<file path="src/swd_pkg.sv">
// shared types, codes and constants of the swd host transfer engine
// no dependencies; used by every module of the block
package swd_pkg;

    localparam int DEF_LINE_RESET_CLOCKS = 52;
    localparam int DEF_QUEUE_DEPTH       = 4;

    localparam int BIT_COUNT_W   = 6;
    localparam int HEADER_BITS   = 8;
    localparam int DATA_BITS     = 32;
    localparam int ACK_BITS      = 3;
    localparam int SWITCH_BITS   = 16;
    localparam int LR_LOW_CLOCKS = 2;
    localparam int RETRY_W       = 8;

    localparam logic [SWITCH_BITS-1:0] SWITCH_CODE       = 16'hE79E;
    localparam logic [RETRY_W-1:0]     RETRIES_RESET     = 8'd8;

    localparam logic [1:0] OP_XFER    = 2'd0;
    localparam logic [1:0] OP_TICK    = 2'd1;
    localparam logic [1:0] OP_CONNECT = 2'd2;

    localparam logic [ACK_BITS-1:0] ACK_OK   = 3'd1;
    localparam logic [ACK_BITS-1:0] ACK_WAIT = 3'd2;

    localparam logic [1:0] ST_OK      = 2'd0;
    localparam logic [1:0] ST_IO_ERR  = 2'd1;
    localparam logic [1:0] ST_TIMEOUT = 2'd2;

    typedef enum logic [1:0] {
        KIND_XFER,
        KIND_TICK,
        KIND_CONNECT,
        KIND_NONE
    } kind_t;

    typedef enum logic [3:0] {
        PH_IDLE,
        PH_LR_HIGH,
        PH_LR_LOW,
        PH_SWITCH,
        PH_HEADER,
        PH_TURN_A,
        PH_ACK,
        PH_TURN_B,
        PH_DATA_IN,
        PH_PAR_IN,
        PH_TURN_END,
        PH_DATA_OUT,
        PH_PAR_OUT,
        PH_LR2_HIGH,
        PH_LR2_LOW
    } phase_t;

    typedef struct packed {
        kind_t                  kind;
        logic [HEADER_BITS-1:0] header;
        logic                   is_read;
        logic [DATA_BITS-1:0]   write_data;
        logic                   swdio_in;
    } item_t;

    typedef struct packed {
        logic [DATA_BITS-1:0] read_data;
        logic [ACK_BITS-1:0]  last_ack;
        logic [1:0]           status;
        logic                 done_res;
        logic                 busy_res;
        logic                 clock_active;
        logic                 swdio_oe;
        logic                 swdio_out;
    } res_t;

endpackage

</file>
<file path="src/swd_host_transfer_engine.sv">
// top level of the swd host transfer engine: front end, item queue, wire engine
// depends on swd_pkg, swd_front, swd_fifo, swd_engine
//
//  channel   dir  handshake                     payload
//  s_axis    in   s_axis_tvalid/s_axis_tready   tuser op, tdata request and sampled swdio
//  m_axis    out  m_axis_tvalid/m_axis_tready   tdata drive levels, status, ack, read word
//  cfg       in   cfg_valid/cfg_ready           cfg_data max_wait_retries
//
// one item per clock sustained while the output side takes results; each accepted item gives one
// result, held in the queue and then in the registered output; the wire engine state update sets the rate
// a queue of QUEUE_DEPTH items lets the input side run while the output side stalls
// rst_n clears the queue, the engine to idle and the retry limit to 8; no clearing pass
// cfg_ready is always high
module swd_host_transfer_engine
#(
    parameter int LINE_RESET_CLOCKS = swd_pkg::DEF_LINE_RESET_CLOCKS,
    parameter int QUEUE_DEPTH       = swd_pkg::DEF_QUEUE_DEPTH
)
(
    input  logic        clk,
    input  logic        rst_n,
    input  logic        s_axis_tvalid,
    output logic        s_axis_tready,
    // ap_not_dp, read_not_write, reg_addr[1:0], write_data[31:0], swdio_in, zero pad
    input  logic [39:0] s_axis_tdata,
    // op[1:0]
    input  logic [1:0]  s_axis_tuser,
    output logic        m_axis_tvalid,
    input  logic        m_axis_tready,
    // swdio_out, swdio_oe, clock_active, busy_res, done_res, status[1:0],
    // last_ack[2:0], read_data[31:0], zero pad
    output logic [47:0] m_axis_tdata,
    input  logic        cfg_valid,
    output logic        cfg_ready,
    input  logic [7:0]  cfg_data
);

    logic            queue_full;
    logic            push;
    swd_pkg::item_t  push_item;
    logic            pop;
    logic            head_valid;
    swd_pkg::item_t  head_item;
    swd_pkg::res_t   res;

    assign cfg_ready = 1'b1;

    swd_front u_front
    (
        .in_valid       (s_axis_tvalid),
        .in_ready       (s_axis_tready),
        .op             (s_axis_tuser),
        .ap_not_dp      (s_axis_tdata[0]),
        .read_not_write (s_axis_tdata[1]),
        .reg_addr       (s_axis_tdata[3:2]),
        .write_data     (s_axis_tdata[35:4]),
        .swdio_in       (s_axis_tdata[36]),
        .queue_full     (queue_full),
        .push           (push),
        .item           (push_item)
    );

    swd_fifo #(
        .DEPTH (QUEUE_DEPTH)
    ) u_fifo
    (
        .clk        (clk),
        .rst_n      (rst_n),
        .push       (push),
        .push_item  (push_item),
        .pop        (pop),
        .full       (queue_full),
        .head_valid (head_valid),
        .head_item  (head_item)
    );

    swd_engine #(
        .LINE_RESET_CLOCKS (LINE_RESET_CLOCKS)
    ) u_engine
    (
        .clk        (clk),
        .rst_n      (rst_n),
        .head_valid (head_valid),
        .head_item  (head_item),
        .pop        (pop),
        .cfg_valid  (cfg_valid),
        .cfg_data   (cfg_data),
        .out_valid  (m_axis_tvalid),
        .out_ready  (m_axis_tready),
        .out_res    (res)
    );

    assign m_axis_tdata = {6'b0, res.read_data, res.last_ack, res.status, res.done_res,
                           res.busy_res, res.clock_active, res.swdio_oe, res.swdio_out};

endmodule

</file>
<file path="src/swd_front.sv">
// front end: accepts input transfers, classifies the op and builds the request header
// depends on swd_pkg
module swd_front
(
    input  logic                 in_valid,
    output logic                 in_ready,
    input  logic [1:0]           op,
    input  logic                 ap_not_dp,
    input  logic                 read_not_write,
    input  logic [1:0]           reg_addr,
    input  logic [31:0]          write_data,
    input  logic                 swdio_in,
    input  logic                 queue_full,
    output logic                 push,
    output swd_pkg::item_t       item
);

    logic parity;

    assign in_ready = !queue_full;
    assign push     = in_valid && !queue_full;
    assign parity   = ap_not_dp ^ read_not_write ^ reg_addr[0] ^ reg_addr[1];

    always_comb
    begin
        case (op)
            swd_pkg::OP_XFER:    item.kind = swd_pkg::KIND_XFER;
            swd_pkg::OP_TICK:    item.kind = swd_pkg::KIND_TICK;
            swd_pkg::OP_CONNECT: item.kind = swd_pkg::KIND_CONNECT;
            default:             item.kind = swd_pkg::KIND_NONE;
        endcase
        // start, apndp, rnw, a2, a3, parity, stop, park
        item.header     = {1'b1, 1'b0, parity, reg_addr[1], reg_addr[0],
                           read_not_write, ap_not_dp, 1'b1};
        item.is_read    = read_not_write;
        item.write_data = write_data;
        item.swdio_in   = swdio_in;
    end

endmodule

</file>
<file path="src/swd_fifo.sv">
// short queue of classified items between front end and wire engine
// depends on swd_pkg
module swd_fifo
#(
    parameter int DEPTH = swd_pkg::DEF_QUEUE_DEPTH
)
(
    input  logic            clk,
    input  logic            rst_n,
    input  logic            push,
    input  swd_pkg::item_t  push_item,
    input  logic            pop,
    output logic            full,
    output logic            head_valid,
    output swd_pkg::item_t  head_item
);

    localparam int PTR_W = (DEPTH > 1) ? $clog2(DEPTH) : 1;
    localparam int CNT_W = $clog2(DEPTH + 1);

    swd_pkg::item_t   mem [DEPTH];
    logic [PTR_W-1:0] wr_ptr_reg, wr_ptr_next;
    logic [PTR_W-1:0] rd_ptr_reg, rd_ptr_next;
    logic [CNT_W-1:0] count_reg, count_next;

    assign full       = (count_reg == CNT_W'(DEPTH));
    assign head_valid = (count_reg != '0);
    assign head_item  = mem[rd_ptr_reg];

    always_comb
    begin
        wr_ptr_next = wr_ptr_reg;
        rd_ptr_next = rd_ptr_reg;
        count_next  = count_reg;
        if (push)
        begin
            wr_ptr_next = (wr_ptr_reg == PTR_W'(DEPTH - 1)) ? '0 : wr_ptr_reg + 1'b1;
        end
        if (pop)
        begin
            rd_ptr_next = (rd_ptr_reg == PTR_W'(DEPTH - 1)) ? '0 : rd_ptr_reg + 1'b1;
        end
        if (push && !pop)
        begin
            count_next = count_reg + 1'b1;
        end
        else if (pop && !push)
        begin
            count_next = count_reg - 1'b1;
        end
    end

    always_ff @(posedge clk or negedge rst_n)
    begin
        if (!rst_n)
        begin
            wr_ptr_reg <= '0;
            rd_ptr_reg <= '0;
            count_reg  <= '0;
        end
        else
        begin
            wr_ptr_reg <= wr_ptr_next;
            rd_ptr_reg <= rd_ptr_next;
            count_reg  <= count_next;
        end
    end

    always_ff @(posedge clk)
    begin
        if (push)
        begin
            mem[wr_ptr_reg] <= push_item;
        end
    end

    a_count_bound: assert property (@(posedge clk) disable iff (!rst_n)
        count_reg <= CNT_W'(DEPTH))
        else $error("queue count beyond depth");

    a_no_pop_empty: assert property (@(posedge clk) disable iff (!rst_n)
        pop |-> head_valid)
        else $error("pop from empty queue");

endmodule

</file>
<file path="src/swd_engine.sv">
// back end: swd wire state machine, one item per cycle while the result is not stalled, with registered result
// depends on swd_pkg
module swd_engine
#(
    parameter int LINE_RESET_CLOCKS = swd_pkg::DEF_LINE_RESET_CLOCKS
)
(
    input  logic                        clk,
    input  logic                        rst_n,
    input  logic                        head_valid,
    input  swd_pkg::item_t              head_item,
    output logic                        pop,
    input  logic                        cfg_valid,
    input  logic [swd_pkg::RETRY_W-1:0] cfg_data,
    output logic                        out_valid,
    input  logic                        out_ready,
    output swd_pkg::res_t               out_res
);

    localparam int BCW = swd_pkg::BIT_COUNT_W;
    localparam int DW  = swd_pkg::DATA_BITS;
    localparam int AW  = swd_pkg::ACK_BITS;
    localparam int RW  = swd_pkg::RETRY_W;

    swd_pkg::phase_t    phase_reg, phase_next;
    logic [BCW-1:0]     bit_count_reg, bit_count_next;
    logic [7:0]         header_reg, header_next;
    logic [DW-1:0]      data_reg, data_next;
    logic [AW-1:0]      ack_reg, ack_next;
    logic               parity_reg, parity_next;
    logic [RW-1:0]      retry_reg, retry_next;
    logic               is_read_reg, is_read_next;
    logic [RW-1:0]      max_retries_reg;
    logic               out_valid_reg;
    swd_pkg::res_t      out_res_reg;
    swd_pkg::res_t      res;

    assign pop       = head_valid && (!out_valid_reg || out_ready);
    assign out_valid = out_valid_reg;
    assign out_res   = out_res_reg;

    always_comb
    begin
        logic [BCW-1:0] bc_inc;
        logic [AW-1:0]  ack_new;
        logic [RW-1:0]  retry_inc;
        logic           din;

        bc_inc    = bit_count_reg + 1'b1;
        din       = head_item.swdio_in;
        ack_new   = ack_reg | (AW'(din) << bit_count_reg[1:0]);
        retry_inc = retry_reg + 1'b1;

        phase_next     = phase_reg;
        bit_count_next = bit_count_reg;
        header_next    = header_reg;
        data_next      = data_reg;
        ack_next       = ack_reg;
        parity_next    = parity_reg;
        retry_next     = retry_reg;
        is_read_next   = is_read_reg;
        res            = '0;
        res.swdio_oe   = 1'b1;

        if (head_item.kind == swd_pkg::KIND_XFER && phase_reg == swd_pkg::PH_IDLE)
        begin
            is_read_next   = head_item.is_read;
            header_next    = head_item.header;
            data_next      = head_item.write_data;
            retry_next     = '0;
            parity_next    = 1'b0;
            bit_count_next = '0;
            phase_next     = swd_pkg::PH_HEADER;
        end
        else if (head_item.kind == swd_pkg::KIND_CONNECT && phase_reg == swd_pkg::PH_IDLE)
        begin
            bit_count_next = '0;
            phase_next     = swd_pkg::PH_LR_HIGH;
        end
        else if (head_item.kind == swd_pkg::KIND_TICK && phase_reg != swd_pkg::PH_IDLE)
        begin
            res.clock_active = 1'b1;
            case (phase_reg)
                swd_pkg::PH_LR_HIGH, swd_pkg::PH_LR2_HIGH:
                begin
                    res.swdio_out  = 1'b1;
                    bit_count_next = bc_inc;
                    if (bc_inc >= BCW'(LINE_RESET_CLOCKS))
                    begin
                        phase_next = (phase_reg == swd_pkg::PH_LR_HIGH) ?
                                     swd_pkg::PH_LR_LOW : swd_pkg::PH_LR2_LOW;
                        bit_count_next = '0;
                    end
                end
                swd_pkg::PH_LR_LOW, swd_pkg::PH_LR2_LOW:
                begin
                    bit_count_next = bc_inc;
                    if (bc_inc >= BCW'(swd_pkg::LR_LOW_CLOCKS))
                    begin
                        bit_count_next = '0;
                        if (phase_reg == swd_pkg::PH_LR_LOW)
                        begin
                            phase_next = swd_pkg::PH_SWITCH;
                        end
                        else
                        begin
                            phase_next   = swd_pkg::PH_IDLE;
                            res.done_res = 1'b1;
                            res.status   = swd_pkg::ST_OK;
                        end
                    end
                end
                swd_pkg::PH_SWITCH:
                begin
                    res.swdio_out  = swd_pkg::SWITCH_CODE[bit_count_reg[3:0]];
                    bit_count_next = bc_inc;
                    if (bc_inc >= BCW'(swd_pkg::SWITCH_BITS))
                    begin
                        phase_next     = swd_pkg::PH_LR2_HIGH;
                        bit_count_next = '0;
                    end
                end
                swd_pkg::PH_HEADER:
                begin
                    res.swdio_out  = header_reg[bit_count_reg[2:0]];
                    bit_count_next = bc_inc;
                    if (bc_inc >= BCW'(swd_pkg::HEADER_BITS))
                    begin
                        phase_next     = swd_pkg::PH_TURN_A;
                        bit_count_next = '0;
                    end
                end
                swd_pkg::PH_TURN_A:
                begin
                    res.swdio_oe   = 1'b0;
                    phase_next     = swd_pkg::PH_ACK;
                    bit_count_next = '0;
                    ack_next       = '0;
                end
                swd_pkg::PH_ACK:
                begin
                    res.swdio_oe   = 1'b0;
                    ack_next       = ack_new;
                    bit_count_next = bc_inc;
                    if (bc_inc >= BCW'(swd_pkg::ACK_BITS))
                    begin
                        bit_count_next = '0;
                        parity_next    = 1'b0;
                        phase_next     = (ack_new == swd_pkg::ACK_OK && is_read_reg) ?
                                         swd_pkg::PH_DATA_IN : swd_pkg::PH_TURN_B;
                    end
                end
                swd_pkg::PH_TURN_B:
                begin
                    res.swdio_oe = 1'b0;
                    if (ack_reg == swd_pkg::ACK_OK)
                    begin
                        phase_next     = swd_pkg::PH_DATA_OUT;
                        bit_count_next = '0;
                        parity_next    = 1'b0;
                    end
                    else if (ack_reg == swd_pkg::ACK_WAIT)
                    begin
                        retry_next     = retry_inc;
                        bit_count_next = '0;
                        if (retry_inc >= max_retries_reg)
                        begin
                            phase_next   = swd_pkg::PH_IDLE;
                            res.done_res = 1'b1;
                            res.status   = swd_pkg::ST_TIMEOUT;
                        end
                        else
                        begin
                            phase_next = swd_pkg::PH_HEADER;
                        end
                    end
                    else
                    begin
                        phase_next     = swd_pkg::PH_IDLE;
                        bit_count_next = '0;
                        res.done_res   = 1'b1;
                        res.status     = swd_pkg::ST_IO_ERR;
                    end
                end
                swd_pkg::PH_DATA_IN:
                begin
                    res.swdio_oe   = 1'b0;
                    data_next      = {din, data_reg[DW-1:1]};
                    parity_next    = parity_reg ^ din;
                    bit_count_next = bc_inc;
                    if (bc_inc >= BCW'(DW))
                    begin
                        phase_next     = swd_pkg::PH_PAR_IN;
                        bit_count_next = '0;
                    end
                end
                swd_pkg::PH_PAR_IN:
                begin
                    res.swdio_oe = 1'b0;
                    parity_next  = din ^ parity_reg;
                    phase_next   = swd_pkg::PH_TURN_END;
                end
                swd_pkg::PH_TURN_END:
                begin
                    res.swdio_oe   = 1'b0;
                    res.read_data  = data_reg;
                    res.done_res   = 1'b1;
                    res.status     = {1'b0, parity_reg};
                    phase_next     = swd_pkg::PH_IDLE;
                    bit_count_next = '0;
                end
                swd_pkg::PH_DATA_OUT:
                begin
                    res.swdio_out  = data_reg[0];
                    parity_next    = parity_reg ^ data_reg[0];
                    data_next      = {data_reg[0], data_reg[DW-1:1]};
                    bit_count_next = bc_inc;
                    if (bc_inc >= BCW'(DW))
                    begin
                        phase_next     = swd_pkg::PH_PAR_OUT;
                        bit_count_next = '0;
                    end
                end
                swd_pkg::PH_PAR_OUT:
                begin
                    res.swdio_out  = parity_reg;
                    res.done_res   = 1'b1;
                    res.status     = swd_pkg::ST_OK;
                    phase_next     = swd_pkg::PH_IDLE;
                    bit_count_next = '0;
                end
                default:
                begin
                    phase_next       = swd_pkg::PH_IDLE;
                    bit_count_next   = '0;
                    res.clock_active = 1'b0;
                end
            endcase
        end

        res.busy_res = (phase_next != swd_pkg::PH_IDLE);
        res.last_ack = ack_next;
    end

    always_ff @(posedge clk or negedge rst_n)
    begin
        if (!rst_n)
        begin
            phase_reg       <= swd_pkg::PH_IDLE;
            bit_count_reg   <= '0;
            header_reg      <= '0;
            data_reg        <= '0;
            ack_reg         <= '0;
            parity_reg      <= 1'b0;
            retry_reg       <= '0;
            is_read_reg     <= 1'b0;
            max_retries_reg <= swd_pkg::RETRIES_RESET;
            out_valid_reg   <= 1'b0;
        end
        else
        begin
            if (cfg_valid)
            begin
                max_retries_reg <= cfg_data;
            end
            if (pop)
            begin
                phase_reg     <= phase_next;
                bit_count_reg <= bit_count_next;
                header_reg    <= header_next;
                data_reg      <= data_next;
                ack_reg       <= ack_next;
                parity_reg    <= parity_next;
                retry_reg     <= retry_next;
                is_read_reg   <= is_read_next;
                out_valid_reg <= 1'b1;
            end
            else if (out_ready)
            begin
                out_valid_reg <= 1'b0;
            end
        end
    end

    always_ff @(posedge clk)
    begin
        if (pop)
        begin
            out_res_reg <= res;
        end
    end

    a_no_overwrite: assert property (@(posedge clk) disable iff (!rst_n)
        (out_valid_reg && !out_ready) |-> !pop)
        else $error("result overwritten while stalled");

    a_done_idle: assert property (@(posedge clk) disable iff (!rst_n)
        (pop && res.done_res) |=> (phase_reg == swd_pkg::PH_IDLE))
        else $error("engine not idle after done");

    a_status_done: assert property (@(posedge clk) disable iff (!rst_n)
        (pop && res.status != swd_pkg::ST_OK) |-> res.done_res)
        else $error("status without done");

    a_release_low: assert property (@(posedge clk) disable iff (!rst_n)
        (pop && !res.swdio_oe) |-> (!res.swdio_out && res.clock_active))
        else $error("released line driven high or unclocked");

endmodule

</file>
<file path="config.mk">
export PLATFORM = sky130hd
export DESIGN_NAME = swd_host_transfer_engine
export DESIGN_NICKNAME = d
export VERILOG_FILES = /design/src/swd_pkg.sv /design/src/swd_host_transfer_engine.sv /design/src/swd_front.sv /design/src/swd_fifo.sv /design/src/swd_engine.sv
export SDC_FILE = /design/constraint.sdc
export NUM_CORES = 1
export LEC_CHECK = 0
export BUFFER_PORTS_ARGS = -buffer_cell sky130_fd_sc_hd__buf_2
export CORE_AREA = 3 3 146 148
export DETAILED_ROUTE_END_ITERATION = 10
export DIE_AREA = 0 0 149 151
export PLACE_DENSITY = 0.83
export RECOVER_POWER = 25
export REMOVE_ABC_BUFFERS = 1
export SLEW_MARGIN = 20
export SYNTH_ARGS = -nofsm -noshare
export SYNTH_HDL_FRONTEND = slang
export SYNTH_SLANG_ARGS = --single-unit
</file>
<file path="constraint.sdc">
create_clock -name clk -period 6 [get_ports clk]
set_input_delay 1.2 -clock clk [delete_from_list [all_inputs] [get_ports clk]]
set_output_delay 1.2 -clock clk [all_outputs]
set_load 0.05 [all_outputs]
</file>
==> metrics, run 1 <==
final setup fails=0; post-CTS repair timing setup buffer count=0; Nets=between 1000 and 1500; Peak VDD IR=between 0.0003 and 0.0004 V; GR Util All Layers=around 23%; worst clock skew=0.00810 ns; prevailing post-synth register cell=edfxtp_1; RSZ-0062 raised after global routing=no; Period Utilization, post-route=a little under three fifths; CTS Sinks=between 200 and 300; synthesized area=about 12000 um2; die width=~150 um; drt total wl=25300 um; Rel. slew slack=-40.5%; vias in the first global route=between 7000 and 8000; commonest non-fill, non-tap cell in the layout=edfxtp_1; GR Overflow Total=0; Crit Path Class=flip-flop to flip-flop; Core ar.=between 20000 and 25000 um2; DR vias=7325; worst slew pin tran=about 2.1 ns; Final Instance Area=~14000 um2; fin crit period=3.37 ns; largest net degree at the start of global routing=47; Synth-to-Final Area Change=12.7%; slowest stage delay, CP=0.80 ns; CP max FO=23; WP data required=6.42 ns; pwr/cell area=490 nW/um2; antenna-violating nets left=0; Total Die Area=roughly 22000 um2; DR iter-0 viols=490; startpoint types=flip-flop; Port-buffer cells=95; Yosys top cell by area=edfxtp_1; Mapped Avg Cell Area=14.1 um2; drt first pass iters=5; most frequent cells in the layout=edfxtp_1 (202), dfrtp_1 (73), nand2_1 (63); Max Clk Rate=297 MHz; share of layout cells above drive strength 1=18.7%; Lkg Pwr=5.10 nW; post-synthesis sequential area ratio=65.0%; Antenna diodes=0; antenna violations before repair=1; placed cells=roughly 1200; Post-synth ARST share=between 20% and 30%; Yosys cell types=68; Syn. warnings=0; CTS tree=done; Initial Util=about three fifths; Die Y=~150 um; H-tree depth=1; power after layout=6.76 mW; Clock transition at path regs=roughly 0.06 ns; IO Count=approximately 110; Worst R2R Setup Slack=2.63 ns; Skew-Pair Late Insertion Delay=~0.54 ns; status=finished with violations; Area contributors post-synth=edfxtp_1 (49%), dfrtp_1 (15%), mux4_2 (7.7%); Mapped Cells=867; FP Rows=52; failing checks=capacitance limit, slew limit; Fillers=around 1400; post-synth top area share=between 40 and 50%; CTS Hold Bufs=0; Cell Chain, Critical Path=mux4_2 > nand2b_1 > nor2_4 > buf_4 > o21ai_0 > mux2_2; GPL Wtd Cong=around 0.90; first-pass GRT wire length=approximately 40000 um; post-detail-place hpwl=15800 um; maximum clock insertion buffer count=3; TritonCTS Buffers=27; max cap viols=1; Via density=approximately 5.9; Post-synth EDFFs=between 200 and 250; Worst setup EP type=flip-flop; final std cells w/o fill=roughly 1200; DR WL/cell=just over 20 um; post-CTS sizing=0; Hold Path Class=flip-flop to flip-flop; Final Hold Vio Count=0; Critical-path top delay cell=dfrtp_2; Root Driver=clkbuf_16; #FFs+latches synth=about 280; Cell Area, Placed=roughly 13000 um2; DRC violations left=0; number of flip-flops under the largest register name=160; CP arrival=3.79 ns; Final Max Slew Viols=35; TNS Setup=0 ns
[Yosys cell counts (all sizes together), types with 13 or more instances]
cell,count
a21oi,44
and2,36
and3,13
buf,26
clkbuf,31
dfrtp,75
edfxtp,202
ha,19
inv,25
mux2i,34
mux4,42
nand2,63
nand2b,17
nor2,59
nor3,16
o21ai,34
[final timing paths]
| check | start | to | depth (start not counted) |
|---|---|---|---|
| min in group asynchronous | rst_n | u_engine.bit_count_reg[2]$_DFFE_PN0P_ | 1 |
| worst max-delay path | u_fifo.rd_ptr_reg[0]$_DFFE_PN0P_ | u_engine.data_reg[31]$_DFFE_PN0P_ | 6 |
| worst max register to register | u_fifo.rd_ptr_reg[0]$_DFFE_PN0P_ | u_engine.data_reg[31]$_DFFE_PN0P_ | 6 |
| worst min-delay path | u_fifo.count_reg[2]$_DFFE_PN0P_ | u_fifo.count_reg[2]$_DFFE_PN0P_ | 1 |
| worst min register to register | u_fifo.count_reg[2]$_DFFE_PN0P_ | u_fifo.count_reg[2]$_DFFE_PN0P_ | 1 |
| max in group asynchronous | rst_n | u_fifo.rd_ptr_reg[0]$_DFFE_PN0P_ | 2 |
[metrics by stage]
| step | hold WS (ns) | utilization (%) | worst slack, ns |
|---|---|---|---|
| 4_1_cts | 0.495 | 68.6 | 2.57 |
| 5_1_grt | 0.513 | 68.5 | 2.33 |
| 3_5_place_dp | 0.476 | 64.0 | 2.53 |
| 2_1_floorplan | 0.452 | - | 0.438 |
| 6_report | 0.494 | 68.5 | 2.63 |
| 3_3_place_gp | 0.469 | 64.0 | 2.60 |
[metal layers]
| metal | global-route usage, % | wire [um] |
|---|---|---|
| met5 | 0 | 11 |
| met1 | 29.1 | 9800 |
| met3 | 4.79 | 1820 |
| met4 | 6.77 | 705 |
| met2 | 38.9 | 12900 |
[kinds of logic (layout without fill, tap and decap cells)]
group / count (synthesis) / count (layout) / share of synthesized area [%]
AND/OR/NAND/NOR: 242 / 242 / 9.97
buffers and inverters: 82 / 180 / 2.95
adder cells (fa/ha/maj): 20 / 20 / 2.10
other: 2 / 7 / 0.0613
flip-flops: 278 / 278 / 65.0
multiplexers: 85 / 85 / 11.3
AO/OA/AOI/OAI: 143 / 143 / 7.49
XOR/XNOR: 15 / 15 / 1.07
[worst max-delay path, delay by kind of cell (launching register included)]
family | cells | cell delay [ns]
flip-flops | 1 | 0.80
AO/OA/AOI/OAI | 1 | 0.16
multiplexers | 2 | 0.93
AND/OR/NAND/NOR | 2 | 0.90
buffers and inverters | 1 | 0.45
[report_power, final]
part / internal [mW] / total, mW / switching, mW
combinational: 0.797 / 2.09 / 1.29
clock: 1.03 / 1.73 / 0.700
sequential: 2.59 / 2.94 / 0.349
[final cells by class]
cell class | instances | area (um2) | share of cell area, %
clock inverters | 15 | 199 | 1.44
repair buffers | 105 | 500 | 3.62
clock buffers | 35 | 726 | 5.26
multi-input cells | 512 | 3980 | 28.8
well taps | 270 | 338 | 2.45
flip-flops and latches | 278 | 7970 | 57.7
inverters | 25 | 93.8 | 0.680
No activity file was read; power rests on OpenSTA's default activity.
==> inputs of run 2 (changes only) <==
--- a/config.mk
+++ b/config.mk
@@ -5,11 +5,12 @@
 export SDC_FILE = /design/constraint.sdc
 export NUM_CORES = 1
 export LEC_CHECK = 0
+export ABC_AREA = 1
 export BUFFER_PORTS_ARGS = -buffer_cell sky130_fd_sc_hd__buf_2
-export CORE_AREA = 3 3 146 148
+export CORE_AREA = 3 3 154 156
 export DETAILED_ROUTE_END_ITERATION = 10
-export DIE_AREA = 0 0 149 151
-export PLACE_DENSITY = 0.83
+export DIE_AREA = 0 0 157 159
+export PLACE_DENSITY = 0.77
 export RECOVER_POWER = 25
 export REMOVE_ABC_BUFFERS = 1
 export SLEW_MARGIN = 20
==> constraint.sdc (replaced) <==
create_clock -name clk -period 2.92 [get_ports clk]
set_input_delay 0.584 -clock clk [delete_from_list [all_inputs] [get_ports clk]]
set_output_delay 0.584 -clock clk [all_outputs]
set_load 0.05 [all_outputs]
==> metrics, run 2 <==
status=finished clean; metal2 WL=around 12000 um; Core ar.=approximately 23000 um2; Max Clk Rate=between 300 and 400 MHz; Final Max Slew Viols=0; H-tree depth=1; #FFs+latches synth=around 280; Syn. warnings=0; RSZ-0062 raised after global routing=no; Fillers=approximately 1800; most frequent cells in the layout=edfxtp_1 (202), nor2_1 (156), nand2_1 (149); post-synth top area share=roughly half; GR Overflow Total=0; Switching Power=~5.6 mW; CP arrival=2.92 ns; maximum clock insertion buffer count=3; final std cells w/o fill=approximately 1500; clock power share=around 25%; switching part of the total=about 39%; top cells by count, synth=edfxtp_1 (202), nor2_1 (160), nand2_1 (149), o21ai_0 (135), inv_1 (105); worst slack at placement=about 0.3 ns; Port-buffer cells=95; Synth-to-Final Area Change=14.1%; startpoint types=flip-flop; worst slew pin tran=0.764 ns; prevailing post-synth register cell=edfxtp_1; Root Driver=clkbuf_16; Post-synth ARST share=27.3%; final setup fails=0; CP max FO=5; antenna-violating nets left=0; CTS tree=done; placed cells=between 1000 and 1500; Final Instance Area=approximately 14000 um2; share of layout cells above drive strength 1=between 10% and 20%; count leader, synth=edfxtp_1; antenna violations before repair=0; post-CTS sizing=0; drt total wl=around 26000 um; fin crit period=~2.6 ns; TritonCTS Buffers=27; Cell Area, Placed=12900 um2; Antenna diodes=0; Die Y=159 um; post-route setup slack=approximately 0.29 ns; DR vias=around 8300; largest net degree at the start of global routing=77; pwr/cell area=between 1000 and 1500 nW/um2; Mapped Cells=around 1100; Area contributors post-synth=edfxtp_1 (50%), dfrtp_1 (16%), o21ai_0 (5.6%); synthesized area=between 10000 and 15000 um2; worst clock skew=0.0110 ns; Period Utilization, post-route=90.1%; CTS Sinks=278; Via density=between 5 and 6; Final Hold Vio Count=0; Worst setup EP type=flip-flop; Max Used Layer=met4; Hold Path Class=primary input to async pin; Peak VDD IR=~0.00067 V; post-CTS repair timing setup buffer count=0; IO Count=around 110; FF+latch area=about 8000 um2; die width=157 um; GPL Wtd Cong=about 0.94; Nets=approximately 1300; Post-synth EDFFs=approximately 200; Crit Path Class=flip-flop to flip-flop; Total Die Area=around 25000 um2; Initial Util=53.7%; M1 wire length=around 11000 um; max cap viols=0; Yosys top cell by area=edfxtp_1; drt first pass iters=5; Yosys cell types=45; DR WL/cell=17.2 um; commonest non-fill, non-tap cell in the layout=edfxtp_1; Lkg Pwr=5.55 nW; wire length on met3=~1500 um; power after layout=~14 mW; power share of the sequential group=around 40%; DR iter-0 viols=between 600 and 700; FP Rows=between 50 and 60; Rel. slew slack=a little under 50%; Mapped Avg Cell Area=approximately 11 um2; GR Util All Layers=just over 20%; Internal=about 8.9 mW; first-pass GRT wire length=about 42000 um; DRC violations left=0; combinational power share=35.5%; Skew-Pair Late Insertion Delay=0.55 ns; post-synthesis sequential area ratio=between 60% and 70%; post-detail-place hpwl=roughly 16000 um; multi-input logic area=about 3500 um2; number of flip-flops under the largest register name=160; CTS Hold Bufs=0; vias in the first global route=between 8000 and 9000; WP data required=about 3.2 ns; Clock transition at path regs=approximately 0.07 ns
run 2: changes by cell type in the layout (fill, tap and decap cells not counted), moves of 36 or more:
cell     change
o21ai_0    +105
nor2_1      +98
nand2_1     +86
inv_1       +81
mux4_2      -42
nand3_1     +37
o22ai_1     +36
run 2: cell type report:
type | count | area share, %
sequential | 278 | 57.9
tap | 285 | 2.59
multi-input combinational | 675 | 25.3
inverter | 111 | 3.04
timing repair buffer | 112 | 4.60
clock inverter | 11 | 1.14
clock buffer | 39 | 5.52
run 2: per-stage QoR:
step	TNS [ns]	util (%)	hold slack, ns
floorplan	-130.53	-	0.288
global route	0	61.2	0.120
CTS	0	61.4	0.0940
detailed placement	0	57.3	0.482
finish	0	61.2	0.0870
global placement	0	57.3	0.467
run 2: logic make-up after synthesis:
logic type      count (synthesis)  share of synthesized area (%)
simple gates                  381                           13.2
flops                         278                           66.0
compound gates                254                           12.0
buf+inv                       165                           5.67
fa+ha+maj                      20                           2.13
xor+xnor                       12                          0.870
other cells                     2                         0.0622
mux                             1                         0.0933
run 2: final timing paths:
check	start	to	slack (ns)	cells after the start
worst max-delay path	u_engine.retry_reg[0]$_DFFE_PN0P_	u_engine.out_res[3]$_DFFE_PP_	0.29	15
worst min-delay path	rst_n	u_engine.data_reg[24]$_DFFE_PN0P_	0.09	1
worst max register to register	u_engine.retry_reg[0]$_DFFE_PN0P_	u_engine.out_res[3]$_DFFE_PP_	0.29	15
worst min register to register	u_engine.header_reg[0]$_DFFE_PN0P_	u_engine.header_reg[0]$_DFFE_PN0P_	0.50	2
max in group asynchronous	rst_n	u_engine.bit_count_reg[4]$_DFFE_PN0P_	2.14	2
min in group clk	m_axis_tready	u_engine.out_valid$_DFFE_PN0P_	0.23	2
run 2: power groups by stage:
stage	sequential (mW)	combinational, mW	clock (mW)
after detailed placement	5.80	5.12	0
after floorplan	6.54	2.82	0
after CTS	5.73	5.15	3.62
after global placement	5.78	5.00	0
final	5.74	5.12	3.56
after global routing	5.83	5.72	3.78
run 2: layer usage:
layer / track usage (%) / up-vias
met5: 0.992 / -
met4: 6.76 / 0
met3: 3.56 / 50
met2: 34.0 / 241
met1: 28.3 / 3954
li1: - / 4029
run 2: worst max-delay path, stage by stage, from the launching register on:
cell,delay (ns)
dfrtp_1,0.42
nand3_1,0.13
nand3b_1,0.20
nand3b_1,0.18
xor2_1,0.19
inv_1,0.07
ha_1,0.29
nand2_1,0.07
nor2_1,0.14
nand4_1,0.10
nand3_1,0.10
inv_1,0.08
nand2_1,0.06
nand3_1,0.10
a21oi_1,0.14
nand3_1,0.09
==> inputs of run 3 (changes only) <==
--- a/config.mk
+++ b/config.mk
@@ -7,9 +7,11 @@
 export LEC_CHECK = 0
 export ABC_AREA = 1
 export BUFFER_PORTS_ARGS = -buffer_cell sky130_fd_sc_hd__buf_2
-export CORE_AREA = 3 3 154 156
+export CELL_PAD_IN_SITES_DETAIL_PLACEMENT = 2
+export CELL_PAD_IN_SITES_GLOBAL_PLACEMENT = 2
+export CORE_AREA = 3 3 188 190
 export DETAILED_ROUTE_END_ITERATION = 10
-export DIE_AREA = 0 0 157 159
+export DIE_AREA = 0 0 191 193
 export PLACE_DENSITY = 0.77
 export RECOVER_POWER = 25
 export REMOVE_ABC_BUFFERS = 1
==> metrics, run 3 (same netlist as run 2, synthesis figures left out) <==
first-pass GRT wire length=~54000 um; vias in the first global route=between 9000 and 10000; Critical-path top delay cell=dfrtp_1; die width=between 150 and 200 um; Crit Path Class=flip-flop to flip-flop; Final Hold Vio Count=0; CP max FO=between 60 and 70; Nets=between 1000 and 1500; fin crit period=around 2.7 ns; Final Max Slew Viols=0; DRC violations left=0; GPL Wtd Cong=about 0.85; Port-buffer cells=95; TritonCTS Buffers=31; WP data required=3.42 ns; H-tree depth=1; Skew-Pair Late Insertion Delay=0.58 ns; Hold Path Class=primary input to flip-flop; Peak VDD IR=roughly 0.00061 V; GR Overflow Total=0; CTS Sinks=~280; FP Rows=67; Initial Util=about 36%; Clock transition at path regs=about 0.060 ns; Fillers=roughly 3500; Total Die Area=around 37000 um2; GR Util All Layers=18.9%; largest net degree at the start of global routing=70; CTS tree=done; Period Utilization, post-route=roughly 91%; number of flip-flops under the largest register name=160; CP arrival=between 3 and 4 ns; max cap viols=0; Root Driver=clkbuf_16; post-route setup slack=about 0.26 ns; Worst setup EP type=flip-flop; share of layout cells above drive strength 1=around 13%; Lkg Pwr=5.66 nW; startpoint types=flip-flop; Synth-to-Final Area Change=17.7%; most frequent cells in the layout=edfxtp_1 (202), nor2_1 (155), nand2_1 (149); Max Clk Rate=376 MHz; power after layout=approximately 15 mW; IO Count=around 110; antenna violations before repair=6; Via density=just over 5; drt first pass iters=4; RSZ-0062 raised after global routing=no; Rel. slew slack=around 48%; most used cell, CP=inv_2; worst slack at placement=roughly 0.22 ns; pwr/cell area=1070 nW/um2; placed cells=between 1500 and 2000; DR WL/cell=around 20 um; antenna-violating nets left=0; final setup fails=0; status=finished clean; post-detail-place hpwl=around 22000 um; final std cells w/o fill=1692; Cell Chain, Critical Path=inv_1 > nand3_1 > nand2_1 > nand2_2 > nor2_2 > inv_2 > a21oi_2 > inv_2 > a21oi_4 > buf_12 > o211ai_1 > o21ai_1; slowest stage delay, CP=0.39 ns; family with the most delay on the worst path=buffers and inverters; worst clock skew=about 0.012 ns; commonest non-fill, non-tap cell in the layout=edfxtp_1; DR vias=8640; DR iter-0 viols=roughly 450; maximum clock insertion buffer count=3; Core ar.=between 30000 and 40000 um2; worst slew pin tran=a little under 0.8 ns; CP Buf/Inv Count=4; drt total wl=about 34000 um; Die Y=between 150 and 200 um
## run 3: changes by cell type in the layout (fill, tap and decap cells not counted), moves of 2 or more
cell	previous run	this run
clkbuf_8	4	6
clkinv_2	3	6
diode_2	0	2
clkbuf_1	46	43
buf_4	12	18
clkbuf_16	27	31
## run 3: cell type report
| type | count | area (um2) | share of cell area [%] |
|---|---|---|---|
| Antenna cell | 2 | 5.00 | 0.0352 |
| Clock buffer | 42 | 877 | 6.17 |
| Clock inverter | 16 | 183 | 1.29 |
| Inverter | 111 | 419 | 2.95 |
| Multi-Input combinational cell | 675 | 3480 | 24.5 |
| Sequential cell | 278 | 7970 | 56.1 |
| Tap cell | 448 | 561 | 3.95 |
| Timing Repair Buffer | 120 | 708 | 4.98 |
## run 3: power breakdown
part           switching (mW)  leakage, nW  internal, mW
Sequential              0.434         2.84          5.38
Combinational            4.01         2.31          1.41
Clock                    1.62        0.513          2.38
## run 3: per-stage QoR
| stage | TNS [ns] | instance area [um2] | util, % | hold WS (ns) |
|---|---|---|---|---|
| 2_1_floorplan | -130.53 | 11800 | - | 0.288 |
| 3_3_place_gp | 0 | 13200 | 39.1 | 0.476 |
| 3_5_place_dp | 0 | 13200 | 39.1 | 0.498 |
| 4_1_cts | 0 | 14200 | 42.3 | 0.177 |
| 5_1_grt | 0 | 14200 | 42.3 | 0.202 |
| 6_report | 0 | 14200 | 42.3 | 0.208 |
## run 3: final timing paths
kind	start	to	slack [ns]	depth (start not counted)
max in group asynchronous	rst_n	u_engine.max_retries_reg[3]$_DFFE_PN1P_	1.70	3
min in group asynchronous	rst_n	u_engine.retry_reg[3]$_DFFE_PN0P_	0.53	2
worst max register to register	u_fifo.rd_ptr_reg[1]$_DFFE_PN0P_	u_engine.data_reg[4]$_DFFE_PN0P_	0.26	12
worst min register to register	u_engine.header_reg[0]$_DFFE_PN0P_	u_engine.header_reg[0]$_DFFE_PN0P_	0.50	2
worst max-delay path	u_fifo.rd_ptr_reg[1]$_DFFE_PN0P_	u_engine.data_reg[4]$_DFFE_PN0P_	0.26	12
worst min-delay path	m_axis_tready	u_engine.out_valid$_DFFE_PN0P_	0.21	2
## run 3: timing repair
item,4_1_cts,5_1_grt
setup endpoints to repair,0,4
gates resized for setup,0,3
hold buffers,1,0
buffers inserted,0,2
hold endpoints to repair,32,0
## run 3: per-layer routing
| layer | track usage [%] | share of wire (%) | up-vias |
|---|---|---|---|
| li1 | - | - | 4047 |
| met1 | 22.8 | 43 | 4396 |
| met2 | 35.0 | 52 | 134 |
| met3 | 3.07 | 3.4 | 55 |
| met4 | 4.83 | 2.0 | 8 |
| met5 | 0 | 0.16 | - |
